==> config.mk <==
export PLATFORM = sky130hd
export DESIGN_NAME = two_table_calibration_convert
export DESIGN_NICKNAME = d
export VERILOG_FILES = /design/src/design/ttcc_pkg.sv /design/src/design/ttcc_div.sv /design/src/design/two_table_calibration_convert.sv
export SDC_FILE = /design/constraint.sdc
export NUM_CORES = 2
export LEC_CHECK = 0
export ABC_AREA = 1
export BUFFER_PORTS_ARGS = -buffer_cell sky130_fd_sc_hd__buf_2
export CAP_MARGIN = 20
export CORE_AREA = 2 2 290 407
export CTS_BUF_LIST = sky130_fd_sc_hd__clkbuf_8 sky130_fd_sc_hd__clkbuf_16
export CTS_CLUSTER_SIZE = 28
export DETAILED_ROUTE_END_ITERATION = 8
export DIE_AREA = 0 0 292 409
export PLACE_DENSITY = 0.8
export SLEW_MARGIN = 20
export SYNTH_ARGS = -nofsm -noshare
export SYNTH_HDL_FRONTEND = slang
export SYNTH_SLANG_ARGS = --single-unit
==> constraint.sdc <==
create_clock -name i_clk -period 8.9 [get_ports i_clk]
set_input_delay 2.67 -clock i_clk [delete_from_list [all_inputs] [get_ports i_clk]]
set_output_delay 2.67 -clock i_clk [all_outputs]
set_load 0.01 [all_outputs]
==> src/design/ttcc_pkg.sv <==
`timescale 1ns / 1ps
// ----------------------------------------------------------------------------
// ttcc_pkg
// Shared constants and types for the two-table calibration converter.
// ----------------------------------------------------------------------------
package ttcc_pkg;

    localparam int MAX_POINTS = 16;
    localparam int IDX_W      = (MAX_POINTS > 1) ? $clog2(MAX_POINTS) : 1;
    localparam int CNT_W      = 5;
    localparam int VAL_W      = 16;
    localparam int ENTRY_W    = 2 * VAL_W;
    localparam int PROD_W     = 2 * VAL_W;
    localparam int DVD_W      = PROD_W + 2;   // 2*prod + den
    localparam int DVS_W      = VAL_W + 1;    // 2*den
    localparam int QSTEP_W    = $clog2(VAL_W);
    localparam int CFG_IDX_W  = 1;

    localparam logic [VAL_W-1:0] SIG_FAIL = 16'hFFFF;
    localparam logic [VAL_W-1:0] VAL_MAX  = '1;

    localparam logic [CFG_IDX_W-1:0] CFG_SAVED_POINTS   = 1'b0;
    localparam logic [CFG_IDX_W-1:0] CFG_CURRENT_POINTS = 1'b1;

    typedef enum logic [1:0] {
        FUNC_LOAD_SAVED   = 2'd0,
        FUNC_LOAD_CURRENT = 2'd1,
        FUNC_CONVERT      = 2'd2
    } t_func;

endpackage

==> src/design/ttcc_div.sv <==
`timescale 1ns / 1ps
// ----------------------------------------------------------------------------
// ttcc_div
// Restoring divider, one quotient bit per cycle, 16-bit quotient.
// ----------------------------------------------------------------------------
module ttcc_div (
    input  logic                          i_clk,
    input  logic                          i_rst_n,
    input  logic                          i_start,
    input  logic [ttcc_pkg::DVD_W-1:0]    i_dividend,
    input  logic [ttcc_pkg::DVS_W-1:0]    i_divisor,
    output logic                          o_done,
    output logic [ttcc_pkg::VAL_W-1:0]    o_quotient
);

    logic                          r_busy;
    logic                          r_done;
    logic [ttcc_pkg::QSTEP_W-1:0]  r_step;
    logic [ttcc_pkg::DVD_W-1:0]    r_rem;
    logic [ttcc_pkg::DVD_W-1:0]    r_dsh;
    logic [ttcc_pkg::VAL_W-1:0]    r_q;
    logic                          w_ge;
    logic [ttcc_pkg::DVD_W-1:0]    w_diff;

    // quotient is known to fit in VAL_W bits, so start with divisor << (VAL_W-1)
    assign w_ge   = (r_rem >= r_dsh);
    assign w_diff = r_rem - r_dsh;

    always_ff @(posedge i_clk) begin
        if (!i_rst_n) begin
            r_busy <= 1'b0;
            r_done <= 1'b0;
            r_step <= '0;
        end else begin
            r_done <= 1'b0;
            if (i_start) begin
                r_busy <= 1'b1;
                r_step <= '0;
                r_rem  <= i_dividend;
                r_dsh  <= ttcc_pkg::DVD_W'(i_divisor) << (ttcc_pkg::VAL_W - 1);
            end else if (r_busy) begin
                if (w_ge) begin
                    r_rem <= w_diff;
                end
                r_q    <= {r_q[ttcc_pkg::VAL_W-2:0], w_ge};
                r_dsh  <= r_dsh >> 1;
                r_step <= r_step + 1'b1;
                if (r_step == ttcc_pkg::QSTEP_W'(ttcc_pkg::VAL_W - 1)) begin
                    r_busy <= 1'b0;
                    r_done <= 1'b1;
                end
            end
        end
    end

    assign o_done     = r_done;
    assign o_quotient = r_q;

endmodule

==> src/design/two_table_calibration_convert.sv <==
`timescale 1ns / 1ps
// ----------------------------------------------------------------------------
// two_table_calibration_convert
// Measured value -> signal code (saved table) -> physical value (current
// table), by piecewise linear interpolation with round-half-away rounding.
// ----------------------------------------------------------------------------
// Timing: load items give their result in the cycle after the transfer; a
//   convert walks the saved table, then the current table (shorter when a
//   segment fails or is degenerate), paced by the point-per-cycle table scan
//   and the 16-step shared divider that each interpolation runs through.
// Throughput: one item at a time; busy is high from a convert transfer until
//   its result strobe. Loads can be issued every cycle.
// Reset: synchronous, active low; clears point counts, last physical value and
//   the sequencer. Table contents are undefined until written (no clear pass).
// ----------------------------------------------------------------------------
module two_table_calibration_convert (
    input  logic                              i_clk,
    input  logic                              i_rst_n,
    // item channel
    input  logic                              start,
    output logic                              busy,
    input  logic [1:0]                        i_func,
    input  logic [3:0]                        i_point_index,
    input  logic [15:0]                       i_signal_value,
    input  logic [15:0]                       i_phys_value,
    // result channel
    output logic                              o_strobe,
    output logic [15:0]                       o_signal_out,
    output logic [15:0]                       o_physical_out,
    output logic                              o_calc_error,
    // configuration channel
    input  logic                              i_cfg_valid,
    output logic                              o_cfg_ready,
    input  logic [ttcc_pkg::CFG_IDX_W-1:0]    i_cfg_index,
    input  logic [ttcc_pkg::CNT_W-1:0]        i_cfg_data
);

    typedef enum logic [2:0] {
        S_IDLE,
        S_FIRST,   // point 0 arrives from the table
        S_SCAN,    // one point per cycle, bracket test against previous point
        S_MUL,     // |dx| * |dy|
        S_DIV,     // launch divider
        S_WAIT,    // divider running
        S_FIN      // apply sign and offset, move to next table or finish
    } t_state;

    t_state                          r_state;
    logic                            r_phase;     // 0: saved table, 1: current table
    logic [ttcc_pkg::IDX_W-1:0]      r_idx;       // index of point in read data
    logic [ttcc_pkg::CNT_W-1:0]      r_sav_pts;
    logic [ttcc_pkg::CNT_W-1:0]      r_cur_pts;
    logic [ttcc_pkg::VAL_W-1:0]      r_last_phys;
    logic [ttcc_pkg::VAL_W-1:0]      r_x;         // search key of this walk
    logic [ttcc_pkg::VAL_W-1:0]      r_sig;       // code from the saved walk
    logic [ttcc_pkg::VAL_W-1:0]      r_pa;        // previous point, key column
    logic [ttcc_pkg::VAL_W-1:0]      r_pya;       // previous point, value column
    logic [ttcc_pkg::VAL_W-1:0]      r_y0;
    logic [ttcc_pkg::VAL_W-1:0]      r_dx;
    logic [ttcc_pkg::VAL_W-1:0]      r_dy;
    logic [ttcc_pkg::VAL_W-1:0]      r_ad;
    logic                            r_neg;
    logic [ttcc_pkg::PROD_W-1:0]     r_prod;
    logic [ttcc_pkg::VAL_W-1:0]      r_quo;

    logic                            r_strobe;
    logic [ttcc_pkg::VAL_W-1:0]      r_sig_out;
    logic [ttcc_pkg::VAL_W-1:0]      r_phys_out;
    logic                            r_err_out;

    // table storage, signal code in the upper half, physical value in the lower
    logic [ttcc_pkg::ENTRY_W-1:0]    r_sav_mem [ttcc_pkg::MAX_POINTS];
    logic [ttcc_pkg::ENTRY_W-1:0]    r_cur_mem [ttcc_pkg::MAX_POINTS];
    logic [ttcc_pkg::ENTRY_W-1:0]    r_sav_rd;
    logic [ttcc_pkg::ENTRY_W-1:0]    r_cur_rd;

    logic                            w_accept;
    logic                            w_wr_ok;
    logic [ttcc_pkg::IDX_W-1:0]      w_wr_addr;
    logic [ttcc_pkg::IDX_W-1:0]      w_rd_addr;
    logic [ttcc_pkg::ENTRY_W-1:0]    w_rd;
    logic [ttcc_pkg::CNT_W-1:0]      w_cnt;
    logic                            w_ident;
    logic [ttcc_pkg::IDX_W-1:0]      w_last;
    logic [ttcc_pkg::VAL_W-1:0]      w_sig_col;
    logic [ttcc_pkg::VAL_W-1:0]      w_phys_col;
    logic [ttcc_pkg::VAL_W-1:0]      w_key;
    logic [ttcc_pkg::VAL_W-1:0]      w_yv;
    logic                            w_bracket;
    logic [ttcc_pkg::VAL_W-1:0]      w_res;
    logic                            w_div_start;
    logic [ttcc_pkg::DVD_W-1:0]      w_dividend;
    logic [ttcc_pkg::DVS_W-1:0]      w_divisor;
    logic                            w_div_done;
    logic [ttcc_pkg::VAL_W-1:0]      w_div_q;

    assign w_accept    = start && !busy;
    assign busy        = (r_state != S_IDLE);
    assign o_cfg_ready = !busy;

    // load writes outside the table depth are dropped
    assign w_wr_ok   = (32'(i_point_index) < ttcc_pkg::MAX_POINTS);
    assign w_wr_addr = ttcc_pkg::IDX_W'(i_point_index);

    // read runs one point ahead of the scan; idle/finish states prime point 0
    assign w_rd_addr = (r_state == S_FIRST || r_state == S_SCAN) ? r_idx + 1'b1 : '0;

    always_ff @(posedge i_clk) begin
        if (w_accept && w_wr_ok && i_func == ttcc_pkg::FUNC_LOAD_SAVED) begin
            r_sav_mem[w_wr_addr] <= {i_signal_value, i_phys_value};
        end
        r_sav_rd <= r_sav_mem[w_rd_addr];
    end

    always_ff @(posedge i_clk) begin
        if (w_accept && w_wr_ok && i_func == ttcc_pkg::FUNC_LOAD_CURRENT) begin
            r_cur_mem[w_wr_addr] <= {i_signal_value, i_phys_value};
        end
        r_cur_rd <= r_cur_mem[w_rd_addr];
    end

    // point decode for the table being walked; empty table = identity line
    assign w_rd    = r_phase ? r_cur_rd : r_sav_rd;
    assign w_cnt   = r_phase ? r_cur_pts : r_sav_pts;
    assign w_ident = (w_cnt == '0);
    assign w_last  = w_ident ? ttcc_pkg::IDX_W'(1) :
                     (32'(w_cnt) >= ttcc_pkg::MAX_POINTS) ?
                         ttcc_pkg::IDX_W'(ttcc_pkg::MAX_POINTS - 1) :
                         ttcc_pkg::IDX_W'(w_cnt - 1'b1);

    always_comb begin
        if (w_ident) begin
            w_sig_col  = (r_idx == '0) ? '0 : ttcc_pkg::VAL_MAX;
            w_phys_col = (r_idx == '0) ? '0 : ttcc_pkg::VAL_MAX;
        end else begin
            w_sig_col  = w_rd[ttcc_pkg::ENTRY_W-1:ttcc_pkg::VAL_W];
            w_phys_col = w_rd[ttcc_pkg::VAL_W-1:0];
        end
    end

    // saved walk searches the physical column, current walk the signal column
    assign w_key = r_phase ? w_sig_col : w_phys_col;
    assign w_yv  = r_phase ? w_phys_col : w_sig_col;

    // segment brackets the key in either direction
    assign w_bracket = ((r_pa >= r_x) && (r_x >= w_key)) ||
                       ((w_key >= r_x) && (r_x >= r_pa));

    assign w_res = r_neg ? (r_y0 - r_quo) : (r_y0 + r_quo);

    // q = (2*|num| + |den|) / (2*|den|): nearest, ties away from zero
    assign w_div_start = (r_state == S_DIV);
    assign w_dividend  = ttcc_pkg::DVD_W'({r_prod, 1'b0}) + ttcc_pkg::DVD_W'(r_ad);
    assign w_divisor   = {r_ad, 1'b0};

    ttcc_div u_div (
        .i_clk      (i_clk),
        .i_rst_n    (i_rst_n),
        .i_start    (w_div_start),
        .i_dividend (w_dividend),
        .i_divisor  (w_divisor),
        .o_done     (w_div_done),
        .o_quotient (w_div_q)
    );

    always_ff @(posedge i_clk) begin
        if (!i_rst_n) begin
            r_state     <= S_IDLE;
            r_phase     <= 1'b0;
            r_sav_pts   <= '0;
            r_cur_pts   <= '0;
            r_last_phys <= '0;
            r_strobe    <= 1'b0;
        end else begin
            r_strobe <= 1'b0;

            if (i_cfg_valid && o_cfg_ready) begin
                case (i_cfg_index)
                    ttcc_pkg::CFG_SAVED_POINTS:   r_sav_pts <= i_cfg_data;
                    ttcc_pkg::CFG_CURRENT_POINTS: r_cur_pts <= i_cfg_data;
                    default: ;
                endcase
            end

            case (r_state)
                S_IDLE: begin
                    if (w_accept) begin
                        if (i_func == ttcc_pkg::FUNC_CONVERT) begin
                            r_x     <= i_phys_value;
                            r_phase <= 1'b0;
                            r_idx   <= '0;
                            r_state <= S_FIRST;
                        end else begin
                            // loads and the unused code answer at once
                            r_strobe   <= 1'b1;
                            r_sig_out  <= '0;
                            r_phys_out <= r_last_phys;
                            r_err_out  <= 1'b0;
                        end
                    end
                end

                S_FIRST: begin
                    r_pa  <= w_key;
                    r_pya <= w_yv;
                    r_idx <= r_idx + 1'b1;
                    if (w_cnt == ttcc_pkg::CNT_W'(1)) begin
                        // single point: no segment
                        r_strobe   <= 1'b1;
                        r_sig_out  <= r_phase ? r_sig : ttcc_pkg::SIG_FAIL;
                        r_phys_out <= r_last_phys;
                        r_err_out  <= 1'b1;
                        r_state    <= S_IDLE;
                    end else begin
                        r_state <= S_SCAN;
                    end
                end

                S_SCAN: begin
                    if (w_bracket) begin
                        r_y0  <= r_pya;
                        r_dx  <= (r_x >= r_pa) ? (r_x - r_pa) : (r_pa - r_x);
                        r_dy  <= (w_yv >= r_pya) ? (w_yv - r_pya) : (r_pya - w_yv);
                        r_ad  <= (w_key >= r_pa) ? (w_key - r_pa) : (r_pa - w_key);
                        r_neg <= (r_x < r_pa) ^ (w_yv < r_pya) ^ (w_key < r_pa);
                        if (w_key == r_pa) begin
                            // equal endpoints: first endpoint's value
                            r_quo   <= '0;
                            r_state <= S_FIN;
                        end else begin
                            r_state <= S_MUL;
                        end
                    end else if (r_idx == w_last) begin
                        r_strobe   <= 1'b1;
                        r_sig_out  <= r_phase ? r_sig : ttcc_pkg::SIG_FAIL;
                        r_phys_out <= r_last_phys;
                        r_err_out  <= 1'b1;
                        r_state    <= S_IDLE;
                    end else begin
                        r_pa  <= w_key;
                        r_pya <= w_yv;
                        r_idx <= r_idx + 1'b1;
                    end
                end

                S_MUL: begin
                    r_prod  <= ttcc_pkg::PROD_W'(r_dx * r_dy);
                    r_state <= S_DIV;
                end

                S_DIV: begin
                    r_state <= S_WAIT;
                end

                S_WAIT: begin
                    if (w_div_done) begin
                        r_quo   <= w_div_q;
                        r_state <= S_FIN;
                    end
                end

                S_FIN: begin
                    if (!r_phase) begin
                        // code found; walk the current table with it
                        r_sig   <= w_res;
                        r_x     <= w_res;
                        r_phase <= 1'b1;
                        r_idx   <= '0;
                        r_state <= S_FIRST;
                    end else begin
                        r_last_phys <= w_res;
                        r_strobe    <= 1'b1;
                        r_sig_out   <= r_sig;
                        r_phys_out  <= w_res;
                        r_err_out   <= 1'b0;
                        r_state     <= S_IDLE;
                    end
                end

                default: begin
                    r_state <= S_IDLE;
                end
            endcase
        end
    end

    assign o_strobe       = r_strobe;
    assign o_signal_out   = r_sig_out;
    assign o_physical_out = r_phys_out;
    assign o_calc_error   = r_err_out;

    // result strobe only ever coincides with the return to idle
    a_strobe_idle: assert property (@(posedge i_clk) disable iff (!i_rst_n)
        o_strobe |-> !busy)
        else $error("result strobe while busy");

    // a convert transfer always occupies the sequencer
    a_convert_busy: assert property (@(posedge i_clk) disable iff (!i_rst_n)
        (start && !busy && i_func == ttcc_pkg::FUNC_CONVERT) |=> busy)
        else $error("convert transfer did not start a walk");

    // other transfers answer next cycle with a clean load result
    a_load_result: assert property (@(posedge i_clk) disable iff (!i_rst_n)
        (start && !busy && i_func != ttcc_pkg::FUNC_CONVERT) |=>
            (o_strobe && !o_calc_error && o_signal_out == '0 && !busy))
        else $error("load transfer result missing or wrong");

endmodule
==> metrics.txt <==
status=completed; fmax=163 MHz; DR vias/cell=6.10; HPWL Detailed=136 mm; Crit path arrival time=6.63 ns; Yosys warning total=0; synth unique cells=65; slew margin rel.=22.8%; initial DRC count=5125; hold_buf cts=0; number of synthesized flops with an enable pin=1320; Die W=292 µm; Clock Power Share=39.1%; GRT Overall Usage=34.5%; DRC errors left=0; Hold WC Path Type=reg2reg; sequential-to-total area share from yosys stat=56.5%; Main synth FF type=edfxtp_1; Hold WS=0.450 ns; CTS Buffer Depth=3; worst skew pair latency=0.80 ns; slew at the pin with the worst max-slew slack=1.15 ns; first-pass GRT wire length=308 mm; PwrDens=182 nW/µm²; CTS Buf Count=131; maxcap violations=0; Post-CTS Setup Inserts=0; Required @ worst endpoint=9.41 ns; fill count=8419; crit end category=flop; Core Area=116000 µm²; fraction of layout cells with a size suffix above 1=7.01%; Final Hold Fails=0; Top Layer Used=met5; register bit count reported by yosys=1421; Starting Density=63.7%; final setup vio count=0; largest net degree at the start of global routing=179; Seq pwr share=51.4%; I/O Pins=84; GPL Wtd Cong=1.06; GRT overflow=0; RSZ-0062 raised after global routing=no; CTS tree=built; port bufs=83; Cell Area, Synth=73700 µm²; Worst Path Max Fanout=16; antenna violations before repair=16; met3 wire length=15.3 mm; Leak=0.0316 µW; # H-tree levels=4; crit start category=flop; synth-to-layout area growth=8.09%; WS Path Type=reg2reg; total wire length=206 mm; Die Area=119000 µm²; setup tns final=0 ns; Synth async-reset ratio=0%; drt wl/cell=23.8 µm; Tmin final=6.12 ns; wl on met1=70.2 mm; First-pass DRT Iterations=9; met2 routed WL=104 mm; peak supply drop=0.226 mV; clock sink total=1421; Tcrit/Tclk final=68.8%; number of global-route vias before repair=52400; Int Pwr=10900 µW; clk slew on worst S/H paths=0.06 ns; Die H=409 µm; clk root buf=clkbuf_16; skew final=0.0491 ns; share of the synthesized area in the top cell type=53.8%; Final Slew Violations=0; Synth area leaders=edfxtp_1, nand2_1, fa_1; # rows=148; combinational share of power=9.5%; CTS resizes=0; Syn Inst Count=7083; Avg Inst Size Synth=10.4 µm²; count leader, synth=nand2_1; syn_nets=7616; Sw Ratio=24.8%; commonest cells in the netlist=nand2_1, edfxtp_1, nor2_1; nets=7547; number of routed nets with antenna violations=0; via count=52600; Yosys top cell by area=edfxtp_1; P_sw=3590 µW
layout by cell type (no fill, tap or decap), types with 14 or more instances in the layout:
master / netlist / layout
edfxtp_1: 1320 / 1320
o211ai_1: 139 / 139
nand2_1: 1362 / 1361
or2_2: 71 / 71
clkinv_1: 2 / 14
a21oi_1: 257 / 255
dfxtp_1: 101 / 100
or2_1: 32 / 32
fa_1: 203 / 203
o21ai_0: 342 / 341
xor2_1: 101 / 101
clkbuf_16: 0 / 131
clkbuf_8: 0 / 15
o22ai_1: 67 / 67
nand4_1: 27 / 27
or2_0: 67 / 67
xnor2_1: 44 / 44
nor2_4: 1 / 36
a31oi_1: 15 / 15
nand3_1: 105 / 104
ha_1: 282 / 282
a21o_1: 22 / 22
nor3_1: 163 / 160
buf_2: 122 / 83
nor2_1: 799 / 762
a211oi_1: 137 / 136
o21ai_1: 66 / 67
clkinv_2: 0 / 14
o31ai_1: 131 / 131
buf_4: 22 / 66
inv_1: 766 / 803
cell families after synthesis:
family	share of synthesized area (%)
adder cells (fa/ha/maj)	10.3
AND/OR/NAND/NOR	14.9
AO/OA/AOI/OAI	10.2
flip-flops	56.5
multiplexers	0.0951
XOR/XNOR	1.72
buffers and inverters	6.26
critical path, stage by stage (launching register included):
cell,delay [ns]
edfxtp_1,0.81
nand2_1,0.17
fa_1,0.54
fa_1,0.58
fa_1,0.44
fa_1,0.55
inv_1,0.05
fa_1,0.47
inv_1,0.05
fa_1,0.47
inv_1,0.04
ha_1,0.33
nand2_1,0.11
nor2_1,0.11
inv_1,0.04
o21ai_0,0.36
a21oi_1,0.17
o21ai_0,0.29
a21oi_1,0.13
xnor2_1,0.14
cell type report:
class	count	area, µm²	area share (%)
inverters	782	2960	3.71
diodes	11	27.5	0.0346
repair buffers	153	991	1.24
flip-flops and latches	1421	41700	52.3
multi-input cells	4525	27700	34.8
well taps	1500	1880	2.36
clock inverters	94	912	1.15
clock buffers	146	3480	4.37
state kept, by name (all words and copies together), names as in the netlist, 5 cells and up:
signal and flops:
r_sav_rd 32, r_cur_mem 512, u_div.r_rem 34, r_cur_pts 5
r_pya 16, u_div.o_quotient 16, r_x 16, r_sig 16
r_dy 16, r_sav_pts 5, r_last_phys 16, r_cur_rd 32
r_y0 16, o_signal_out 16, r_pa 16, r_quo 16
r_prod 32, r_sav_mem 512, o_physical_out 16, u_div.r_dsh 32
r_dx 16, r_ad 16
stage by stage:
stage	util [%]	power [µW]	setup slack, ns	area, µm²	cells
2_1_floorplan	-	8450	2.73	73700	7083
3_3_place_gp	65.0	8890	2.81	75200	8381
3_5_place_dp	65.0	8920	2.76	75200	8381
4_1_cts	68.8	14500	2.74	79600	8621
5_1_grt	68.8	14900	2.35	79600	8629
6_report	68.8	14500	2.78	79700	8632
routing by layer:
metal / GRT usage (%) / vias to the layer above
li1: - / 23900
met2: 59.9 / 2498
met4: 23.6 / 14
met1: 38.8 / 25500
met3: 5.76 / 684
met5: 0 / -
power groups by stage:
stage	clock, µW	sequential, µW	combinational (µW)
global route	5940	7430	1510
finish	5660	7440	1370
CTS	5690	7430	1350
floorplan	0	7560	893
global placement	0	7580	1320
detailed placement	0	7580	1340
final timing paths:
path / startpoint / cells past startpoint / slack, ns / endpoint
worst max-delay path: r_dx[10] / 19 / 2.78 / r_prod[25]
worst min-delay path: u_div.o_quotient[13] / 0 / 0.45 / u_div.o_quotient[14]
worst max register to register: r_dx[10] / 19 / 2.78 / r_prod[25]
worst min register to register: u_div.o_quotient[13] / 0 / 0.45 / u_div.o_quotient[14]
No activity file was read; power rests on OpenSTA's default activity.
